File: config.mk
export PLATFORM = sky130hd
export DESIGN_NAME = six_level_priority_queue_top
export DESIGN_NICKNAME = d
export VERILOG_FILES = /design/src/rtl/slpq_pkg.sv /design/src/rtl/slpq_ctrl.sv /design/src/rtl/slpq_dpath.sv /design/src/rtl/six_level_priority_queue_top.sv
export SDC_FILE = /design/constraint.sdc
export NUM_CORES = 1
export LEC_CHECK = 0
export BUFFER_PORTS_ARGS = -buffer_cell sky130_fd_sc_hd__buf_2
export CORE_MARGIN = 4
export CORE_UTILIZATION = 30
export CTS_CLUSTER_DIAMETER = 200
export DETAILED_ROUTE_END_ITERATION = 8
export GPL_ROUTABILITY_DRIVEN = 0
export GPL_TIMING_DRIVEN = 0
export SLEW_MARGIN = 10
export SYNTH_ARGS = -nofsm -noshare
export SYNTH_HDL_FRONTEND = slang
export SYNTH_SLANG_ARGS = --single-unit
File: constraint.sdc
create_clock -name clk -period 3.7 [get_ports clk]
set_clock_uncertainty 0.05 [all_clocks]
set_input_delay 0.185 -clock clk [delete_from_list [all_inputs] [get_ports clk]]
set_output_delay 0.185 -clock clk [all_outputs]
set_load 0.03 [all_outputs]
File: src/rtl/slpq_pkg.sv
// ----------------------------------------------------------------------------
// slpq_pkg
// Shared constants and types of the six-level priority queue.
// ----------------------------------------------------------------------------
package slpq_pkg;

  localparam int CAPACITY_DEF    = 16;
  localparam int LEVELS_DEF      = 6;
  localparam int VALUE_WIDTH_DEF = 32;

  localparam logic OP_ENQ = 1'b0;
  localparam logic OP_DEQ = 1'b1;

  localparam logic [1:0] ST_OK       = 2'd0;
  localparam logic [1:0] ST_EMPTY    = 2'd1;
  localparam logic [1:0] ST_FULL     = 2'd2;
  localparam logic [1:0] ST_BADLEVEL = 2'd3;

  typedef struct packed {
    logic load;
    logic exec;
  } ctl_cmd_t;

endpackage

File: src/rtl/slpq_ctrl.sv
// ----------------------------------------------------------------------------
// slpq_ctrl
// Sequencer: accepts a beat, runs the execute state, strobes the result.
// ----------------------------------------------------------------------------
module slpq_ctrl (
  input  logic              clk,
  input  logic              rst_n,
  input  logic              start,
  output logic              busy,
  output logic              out_strobe,
  output slpq_pkg::ctl_cmd_t cmd
);

  typedef enum logic [1:0] {
    S_IDLE = 2'b01,
    S_EXEC = 2'b10
  } state_t;

  state_t state_r, state_nxt;
  logic   strobe_r;

  always_comb begin
    state_nxt = state_r;
    unique case (state_r)
      S_IDLE: begin
        if (start) state_nxt = S_EXEC;
      end
      S_EXEC: begin
        state_nxt = S_IDLE;
      end
      default: begin
        state_nxt = S_IDLE;
      end
    endcase
  end

  always_ff @(posedge clk) begin
    if (!rst_n) begin
      state_r  <= S_IDLE;
      strobe_r <= 1'b0;
    end else begin
      state_r  <= state_nxt;
      strobe_r <= (state_r == S_EXEC);
    end
  end

  assign busy       = (state_r == S_EXEC);
  assign cmd.load   = start && (state_r == S_IDLE);
  assign cmd.exec   = (state_r == S_EXEC);
  assign out_strobe = strobe_r;

endmodule

File: src/rtl/slpq_dpath.sv
// ----------------------------------------------------------------------------
// slpq_dpath
// Entry pool, per-level linked lists, free list and result registers.
// ----------------------------------------------------------------------------
module slpq_dpath #(
  parameter int CAPACITY    = slpq_pkg::CAPACITY_DEF,
  parameter int LEVELS      = slpq_pkg::LEVELS_DEF,
  parameter int VALUE_WIDTH = slpq_pkg::VALUE_WIDTH_DEF
) (
  input  logic                clk,
  input  logic                rst_n,
  input  slpq_pkg::ctl_cmd_t  cmd,
  input  logic                in_operation,
  input  logic signed [31:0]  in_value_in,
  input  logic [2:0]          in_level_in,
  output logic [1:0]          out_status,
  output logic signed [31:0]  out_value_out,
  output logic [2:0]          out_level_out
);

  localparam int AW = $clog2(CAPACITY);
  localparam int CW = $clog2(CAPACITY + 1);
  localparam int LW = $clog2(LEVELS);
  localparam int VW = VALUE_WIDTH;

  logic [VW-1:0] vmem [CAPACITY];
  logic [AW-1:0] lmem [CAPACITY];

  logic [AW-1:0] head_r [LEVELS];
  logic [AW-1:0] tail_r [LEVELS];
  logic [CW-1:0] cnt_r  [LEVELS];
  logic [AW-1:0] free_head_r, free_head_nxt;
  logic [CW-1:0] never_used_r, never_used_nxt;
  logic [CW-1:0] total_r, total_nxt;

  logic          op_r;
  logic [VW-1:0] val_r;
  logic [2:0]    lvl_r;
  logic [LW-1:0] sel_r;
  logic          found_r;
  logic [VW-1:0] vrd_r;
  logic [AW-1:0] lrd_r;

  logic [1:0]    status_r;
  logic [31:0]   value_r;
  logic [2:0]    level_r;

  logic          found;
  logic [LW-1:0] top;
  logic [AW-1:0] rd_addr;
  logic [VW+31:0] vin_ext;
  logic [VW+31:0] vout_ext;
  logic [LW+2:0]  lout_ext;

  logic          bad, full, reuse, enq_ok, deq_ok;
  logic [LW-1:0] li;
  logic [AW-1:0] slot;
  logic          lmem_we;
  logic [AW-1:0] lmem_wa, lmem_wd;
  logic [1:0]    status_nxt;

  always_comb begin
    found = 1'b0;
    top   = '0;
    for (int i = 0; i < LEVELS; i++) begin
      if (cnt_r[i] != '0) begin
        found = 1'b1;
        top   = LW'(i);
      end
    end
  end

  assign rd_addr  = (in_operation == slpq_pkg::OP_DEQ) ? head_r[top] : free_head_r;
  assign vin_ext  = {{VW{1'b0}}, in_value_in};
  assign vout_ext = {32'b0, vrd_r};
  assign lout_ext = {3'b0, sel_r};

  always_comb begin
    bad    = 32'(lvl_r) >= LEVELS;
    full   = (total_r == CW'(CAPACITY));
    reuse  = (never_used_r == CW'(CAPACITY));
    li     = LW'(lvl_r);
    slot   = reuse ? free_head_r : never_used_r[AW-1:0];
    enq_ok = cmd.exec && (op_r == slpq_pkg::OP_ENQ) && !bad && !full;
    deq_ok = cmd.exec && (op_r == slpq_pkg::OP_DEQ) && found_r;

    if (op_r == slpq_pkg::OP_ENQ) begin
      status_nxt = bad ? slpq_pkg::ST_BADLEVEL :
                   full ? slpq_pkg::ST_FULL : slpq_pkg::ST_OK;
    end else begin
      status_nxt = found_r ? slpq_pkg::ST_OK : slpq_pkg::ST_EMPTY;
    end

    lmem_we = deq_ok || (enq_ok && (cnt_r[li] != '0));
    lmem_wa = deq_ok ? head_r[sel_r] : tail_r[li];
    lmem_wd = deq_ok ? free_head_r : slot;

    free_head_nxt  = free_head_r;
    never_used_nxt = never_used_r;
    total_nxt      = total_r;
    if (enq_ok) begin
      total_nxt = total_r + CW'(1);
      if (reuse) free_head_nxt = lrd_r;
      else never_used_nxt = never_used_r + CW'(1);
    end else if (deq_ok) begin
      total_nxt     = total_r - CW'(1);
      free_head_nxt = head_r[sel_r];
    end
  end

  // pool memories: read on accept, write in execute
  always_ff @(posedge clk) begin
    if (cmd.load) begin
      vrd_r <= vmem[rd_addr];
      lrd_r <= lmem[rd_addr];
    end
    if (enq_ok) vmem[slot] <= val_r;
    if (lmem_we) lmem[lmem_wa] <= lmem_wd;
  end

  always_ff @(posedge clk) begin
    if (cmd.load) begin
      op_r    <= in_operation;
      val_r   <= vin_ext[VW-1:0];
      lvl_r   <= in_level_in;
      sel_r   <= top;
      found_r <= found;
    end
    if (enq_ok) begin
      tail_r[li] <= slot;
      if (cnt_r[li] == '0) head_r[li] <= slot;
    end
    if (deq_ok) head_r[sel_r] <= lrd_r;
    if (cmd.exec) begin
      status_r <= status_nxt;
      value_r  <= deq_ok ? vout_ext[31:0] : 32'b0;
      level_r  <= deq_ok ? lout_ext[2:0] : 3'b0;
    end
  end

  always_ff @(posedge clk) begin
    if (!rst_n) begin
      for (int i = 0; i < LEVELS; i++) cnt_r[i] <= '0;
      free_head_r  <= '0;
      never_used_r <= '0;
      total_r      <= '0;
    end else begin
      if (enq_ok) cnt_r[li] <= cnt_r[li] + CW'(1);
      if (deq_ok) cnt_r[sel_r] <= cnt_r[sel_r] - CW'(1);
      free_head_r  <= free_head_nxt;
      never_used_r <= never_used_nxt;
      total_r      <= total_nxt;
    end
  end

  assign out_status    = status_r;
  assign out_value_out = value_r;
  assign out_level_out = level_r;

endmodule

File: src/rtl/six_level_priority_queue_top.sv
// ----------------------------------------------------------------------------
// six_level_priority_queue_top
// Bounded priority queue over a shared entry pool with per-level linked lists.
// An accepted beat passes through the execute state and then the strobe register.
// A new beat is not accepted while busy; busy covers the execute cycle in which
// the pool memories, read at accept, are written back.
// Reset clears counts and free list at once; no clearing pass. Results are
// strobed for one cycle and cannot be stalled.
// ----------------------------------------------------------------------------
module six_level_priority_queue_top #(
  parameter int CAPACITY    = slpq_pkg::CAPACITY_DEF,
  parameter int LEVELS      = slpq_pkg::LEVELS_DEF,
  parameter int VALUE_WIDTH = slpq_pkg::VALUE_WIDTH_DEF
) (
  input  logic               clk,
  input  logic               rst_n,
  input  logic               start,
  output logic               busy,
  input  logic               in_operation,
  input  logic signed [31:0] in_value_in,
  input  logic [2:0]         in_level_in,
  output logic               out_strobe,
  output logic [1:0]         out_status,
  output logic signed [31:0] out_value_out,
  output logic [2:0]         out_level_out
);

  slpq_pkg::ctl_cmd_t cmd;

  slpq_ctrl u_ctrl (
    .clk        (clk),
    .rst_n      (rst_n),
    .start      (start),
    .busy       (busy),
    .out_strobe (out_strobe),
    .cmd        (cmd)
  );

  slpq_dpath #(
    .CAPACITY    (CAPACITY),
    .LEVELS      (LEVELS),
    .VALUE_WIDTH (VALUE_WIDTH)
  ) u_dpath (
    .clk           (clk),
    .rst_n         (rst_n),
    .cmd           (cmd),
    .in_operation  (in_operation),
    .in_value_in   (in_value_in),
    .in_level_in   (in_level_in),
    .out_status    (out_status),
    .out_value_out (out_value_out),
    .out_level_out (out_level_out)
  );

endmodule

# Word level (Yosys, flattened, before mapping)
# Memories as Yosys holds them, arrays and structs flattened. A register that Yosys moved wholly into a read port is not among the register bits.
# Index checks and enable logic that the tools add are counted.
# totals
in_bits	39
wordCells	103
memories	5
ram_bits	654
reg_bits	94
# op_classes
n_addsub	5
muxes	46
n_lt_le_gt_ge	1
n_eq_ne	5
bitwise	2
n_reduce_logical	26
# memory_table
name	depth	word_bits	rd	rd_ports_with_merged_regs	write_ports	line	text
u_dpath.vmem	16	32	1	1	1	slpq_dpath.sv:26	logic [VW-1:0] vmem [CAPACITY];
u_dpath.lmem	16	4	1	1	1	slpq_dpath.sv:27	logic [AW-1:0] lmem [CAPACITY];
u_dpath.cnt_r	6	5	8	2	6	slpq_dpath.sv:31	logic [CW-1:0] cnt_r [LEVELS];
u_dpath.head_r	6	4	2	1	1	slpq_dpath.sv:29	logic [AW-1:0] head_r [LEVELS];
u_dpath.tail_r	6	4	1	1	1	slpq_dpath.sv:30	logic [AW-1:0] tail_r [LEVELS];
# ops
operator	count
5-bit nonzero test	7
4-bit 2-to-1 mux	8
3-bit 2-to-1 mux	9
1-bit 2-to-1 mux	20
5-bit 2-to-1 mux	4
5-bit by 1-bit adder with 5-bit output (second input constant)	3
5-bit OR reduction	3
5-bit equality test (second input constant)	2
2-bit 2-to-1 mux	5
5-bit by 1-bit subtractor with 5-bit output (second input constant)	2
1-bit logical AND	7
2-bit AND reduction	3
5-bit zero test	1
4-bit OR reduction	1
3-bit >= comparator (second input constant)	1
2-bit by 1-bit equality test with 1-bit output (second input constant)	1
2-bit equality test (second input constant)	1
1-bit zero test	2
2-bit by 1-bit != test with 1-bit output (second input constant)	1
1-bit inverter	2
2-bit nonzero test	1
1-bit logical OR	1

# Logic depth before layout (Yosys ltp)
# depth
depth_word	10
mapped_depth	13
mapped_depth_nobuf	12

# Hierarchy
# From an unflattened synthesis, not the netlist that was laid out.
# hier_totals
hier_cells	1798
area_unflattened_um2	31883.1
# modules_own_cells
mod	cells_per_inst	instances	area_per_inst_um2	seq_area_each_um2
slpq_dpath	1789	1	31771.7	23732.8
slpq_ctrl	9	1	111.4	60.1

# Worst setup path after synthesis
# Ideal clock, no wire load.
# synth_timing
kind	flip-flop to flip-flop
startpoint	reg u_dpath.lvl_r[2] (netlist: u_dpath.li[2])
endpoint	mem u_dpath.vmem[12][0] (netlist name), enable pin
setup_time_ns	0.421
slack_ns	0.130
path_stages_with_launch	9
t_arrival_ns	3.099
n_path_buf	1
path_cell_list	edfxtp_1 -> nand2_1 -> nand2_1 -> nor3_1 -> inv_1 -> clkbuf_1 -> nor2_1 -> nand2_1 -> nor2_1
# synth_via
elab_chain_cells	6
# synth_lines
element	line	text
start, declared	slpq_dpath.sv:38	logic [2:0] lvl_r;
start signal, assigned	slpq_dpath.sv:125	lvl_r <= in_level_in;
3-bit >= comparator	slpq_dpath.sv:79	bad = 32'(lvl_r) >= LEVELS;
1-bit zero test	slpq_dpath.sv:84	enq_ok = cmd.exec && (op_r == slpq_pkg::OP_ENQ) && !bad && !full;
1-bit logical AND (2 in a row)	slpq_dpath.sv:84	
1-bit 2-to-1 mux	slpq_dpath.sv:117	if (enq_ok) vmem[slot] <= val_r;
1-bit 2-to-1 mux (implied by the code)	slpq_dpath.sv:117	
end, declared	slpq_dpath.sv:26	
# No other way between the ends.

==> impl_metrics.json <==
{
  "outcome": "finished with violations",
  "violations": "setup timing",
  "wire_per_inst_um": 22.6,
  "grt_pass1_wl_um": 128000,
  "hold_slack_ns": 0.107,
  "areaGrowthSynthToFinish_pct": 20.7,
  "fillers": 10087,
  "min_from": "rst_n",
  "hp-class": "in2reg",
  "clock_latency_ns": 0.65,
  "drive_above_1_share": 0.223,
  "synth-edff-count": 777,
  "crit_buf_inv": 2,
  "wl_met1_um": 36400,
  "worst_pin_slew_ns": 0.994,
  "finalCritPeriodShare": 1.00,
  "p_per_area_nw_per_um2": 506,
  "synth-main-ff-cell": "edfxtp_1",
  "grt_overflow": 0,
  "routed_wl_um": 88500,
  "slew_headroom": 0.332,
  "finalMaxSlewViolations": 0,
  "yosysSeqAreaShare": 0.736,
  "regArea_um2": 23800,
  "rows": 120,
  "dpl_worst_slack_ns": -0.772,
  "postRouteAntennaNets": 0,
  "start_util": 0.302,
  "fmax_mhz": 270,
  "finalCriticalPeriod_ns": 3.70,
  "report.power.total_w": 0.0197,
  "crit_required_ns": 4.00,
  "ctsRootBufferMaster": "clkbuf_16",
  "pin_count": 78,
  "layout_commonest_cell": "edfxtp_1",
  "synthesis.nets": 2241,
  "synthCells": 2193,
  "worst_path_max_delay_cell": "or4_4",
  "critical_path.top_delay_family": "simple AND/OR/NAND/NOR gates",
  "crit_fanout": 10,
  "final.setup.worst_slack_ns": -0.00265,
  "end_kind": "register",
  "ir_worst_vdd_mv": 0.283,
  "dp_hpwl_um": 59300,
  "route.detailed.drc": 0,
  "avgViaCountPerCell": 5.07,
  "final_cell_mix": "edfxtp_1, nand2_1, a21oi_1",
  "wl_met3_um": 5770,
  "path_clk_slew_ns": 0.07,
  "critPathMaxStageDelay_ns": 0.56,
  "fin_nets": 2495,
  "cts_tree": "built",
  "core-area_um2": 107000,
  "utilization": 0.364,
  "ys_warn_count": 0,
  "rsz0062_at_grt": "true",
  "initialDrtViolationCount": 2029,
  "vias": 19858,
  "finalHoldViolations": 0,
  "grt_use_total": 0.152,
  "grt_pass1_vias": 19520,
  "stdcell_count": 3918,
  "setup_violations": 1,
  "path_class": "reg2reg",
  "met2WireLength_um": 43900,
  "post-place-cells": 3690,
  "worstPathArrival_ns": 4.00,
  "cp_cell_sequence": "nor3_4 -> nand4_4 -> or3_4 -> a221oi_4 -> o21ai_4 -> buf_6 -> buf_2 -> a31o_2 -> a21oi_1 -> a311oi_2 -> or4_4",
  "top_layer": "met4",
  "power_leakage_nw": 13.4,
  "synth_cell_types": 64,
  "numCtsBuffers": 81,
  "die-width_um": 336,
  "synth_seq_cells": 800,
  "cap_violations": 0,
  "antenna_found_initial": 1,
  "cts.sinks": 800,
  "placement.io_buffers": 76,
  "h-tree-depth": 3,
  "rrSetupSlack_ns": -0.003,
  "multi_input_area_um2": 8090,
  "drt_pass1_iterations": 5,
  "die_area_um2": 113000,
  "rr_startpoint": "u_dpath.cnt_r[2][3]",
  "clk_path_buf_depth": 3,
  "start_kind": "register",
  "crit_start": "u_dpath.cnt_r[2][3]",
  "async_flop_share": 0,
  "grt_start_max_net_pins": 46,
  "die_h_um": 336,
  "syn-cell-area_um2": 32300,
  "avgSynthCellArea_um2": 14.7
}
==> per-stage QoR <==
stage | setup TNS, ns | instance area, µm²
5_1_grt | -1.02 | 39000
6_report | -0.00265 | 39000
4_1_cts | 0 | 38400
3_5_place_dp | -63.06 | 35000
2_1_floorplan | 0 | 32300
3_3_place_gp | -1233.50 | 34500
==> sequential cells by signal, indices dropped and copies added (netlist names), 5 cells and up, named ones only <==
name                   count
u_dpath.out_value_out     32
u_dpath.vmem             512
u_dpath.head_r            24
u_dpath.cnt_r             40
u_dpath.total_r            5
u_dpath.never_used_r       5
u_dpath.lmem              64
u_dpath.tail_r            24
u_dpath.val_r             32
u_dpath.vrd_r             32
==> area by class of cell <==
| class | instances | area share |
|---|---|---|
| Multi-Input combinational cell | 1234 | 0.207 |
| Inverter | 26 | 0.00257 |
| Timing Repair Buffer | 173 | 0.0438 |
| Clock inverter | 53 | 0.0163 |
| Buffer | 131 | 0.0213 |
| Tap cell | 1403 | 0.0450 |
| Antenna cell | 1 | 0.0000641 |
| Clock buffer | 97 | 0.0537 |
| Sequential cell | 800 | 0.610 |
==> kinds of logic (layout without fill, tap and decap cells) <==
| logic type | Yosys count | after routing | share of synthesized area |
|---|---|---|---|
| AOI/OAI and AO/OA | 371 | 371 | 0.0903 |
| xor gates and xnor gates | 14 | 14 | 0.00379 |
| adders and majority gates | 9 | 9 | 0.00372 |
| buffers and inverters | 160 | 480 | 0.0226 |
| DFF | 800 | 800 | 0.736 |
| muxes | 88 | 88 | 0.0381 |
| other | 0 | 1 | 0 |
| and+or+nand+nor | 751 | 752 | 0.105 |
==> worst register-to-register path, delay by kind of cell, from the launching register on <==
kind            cells  cell delay [ns]
simple gates        4             1.49
buf+inv             2             0.40
flops               1             0.44
compound gates      5             1.04
==> synthesized netlist by cell type (3+ instances only) <==
master / count / area [µm²]
nand2_1: 397 / 1490
xor2_1: 5 / 43.8
and3_1: 39 / 244
ha_1: 8 / 100
xnor2_1: 9 / 78.8
buf_2: 43 / 215
buf_1: 4 / 15.0
nor3_2: 3 / 30.0
or3_1: 3 / 18.8
o21ai_0: 18 / 90.1
a311oi_2: 24 / 360
buf_4: 8 / 60.1
a31oi_1: 3 / 18.8
mux4_2: 28 / 631
nor4_1: 3 / 18.8
edfxtp_1: 777 / 23300
a221oi_1: 36 / 315
clkbuf_1: 73 / 274
a31o_2: 69 / 604
mux2i_1: 59 / 591
a311oi_1: 52 / 455
dfxtp_1: 23 / 460
nor3_1: 13 / 65.1
a21o_1: 5 / 37.5
nand4_1: 3 / 18.8
a21oi_1: 131 / 656
a22oi_1: 4 / 30.0
nor2b_1: 3 / 18.8
nor2_1: 112 / 420
or4_1: 38 / 285
and2_1: 38 / 238
buf_6: 6 / 67.6
nand3_1: 83 / 415
a31o_1: 4 / 35.0
nand2b_1: 4 / 25.0
inv_1: 24 / 90.1
o21a_1: 7 / 52.6
nand2_2: 3 / 18.8
==> layer usage <==
layer | global-route usage | vias up
met4 | 0.0502 | 0
li1 | - | 8909
met2 | 0.261 | 776
met3 | 0.0271 | 145
met5 | 0 | -
met1 | 0.195 | 10028
==> where the power goes <==
part | internal (W) | switching [W] | total, W
Combinational | 0.000422 | 0.000694 | 0.00112
Clock | 0.00482 | 0.00361 | 0.00843
Sequential | 0.0100 | 0.000155 | 0.0102
==> worst paths after layout <==
check,endpoint,cells past startpoint
max,u_dpath.vrd_r[28],11
max reg2reg,u_dpath.vrd_r[28],11
min,u_dpath.cnt_r[0][4],2
min reg2reg,u_dpath.total_r[3],2
==> what timing repair did <==
action | in CTS | in global routing
pin swaps | 8 | 27
resized for setup | 85 | 80
hold buffers | 36 | 0
cloned | 0 | 1
endpoints found under the hold margin | 39 | 0
setup buffers | 12 | 31
endpoints found under the setup margin | 421 | 299
(Power assumes the default switching activity.)
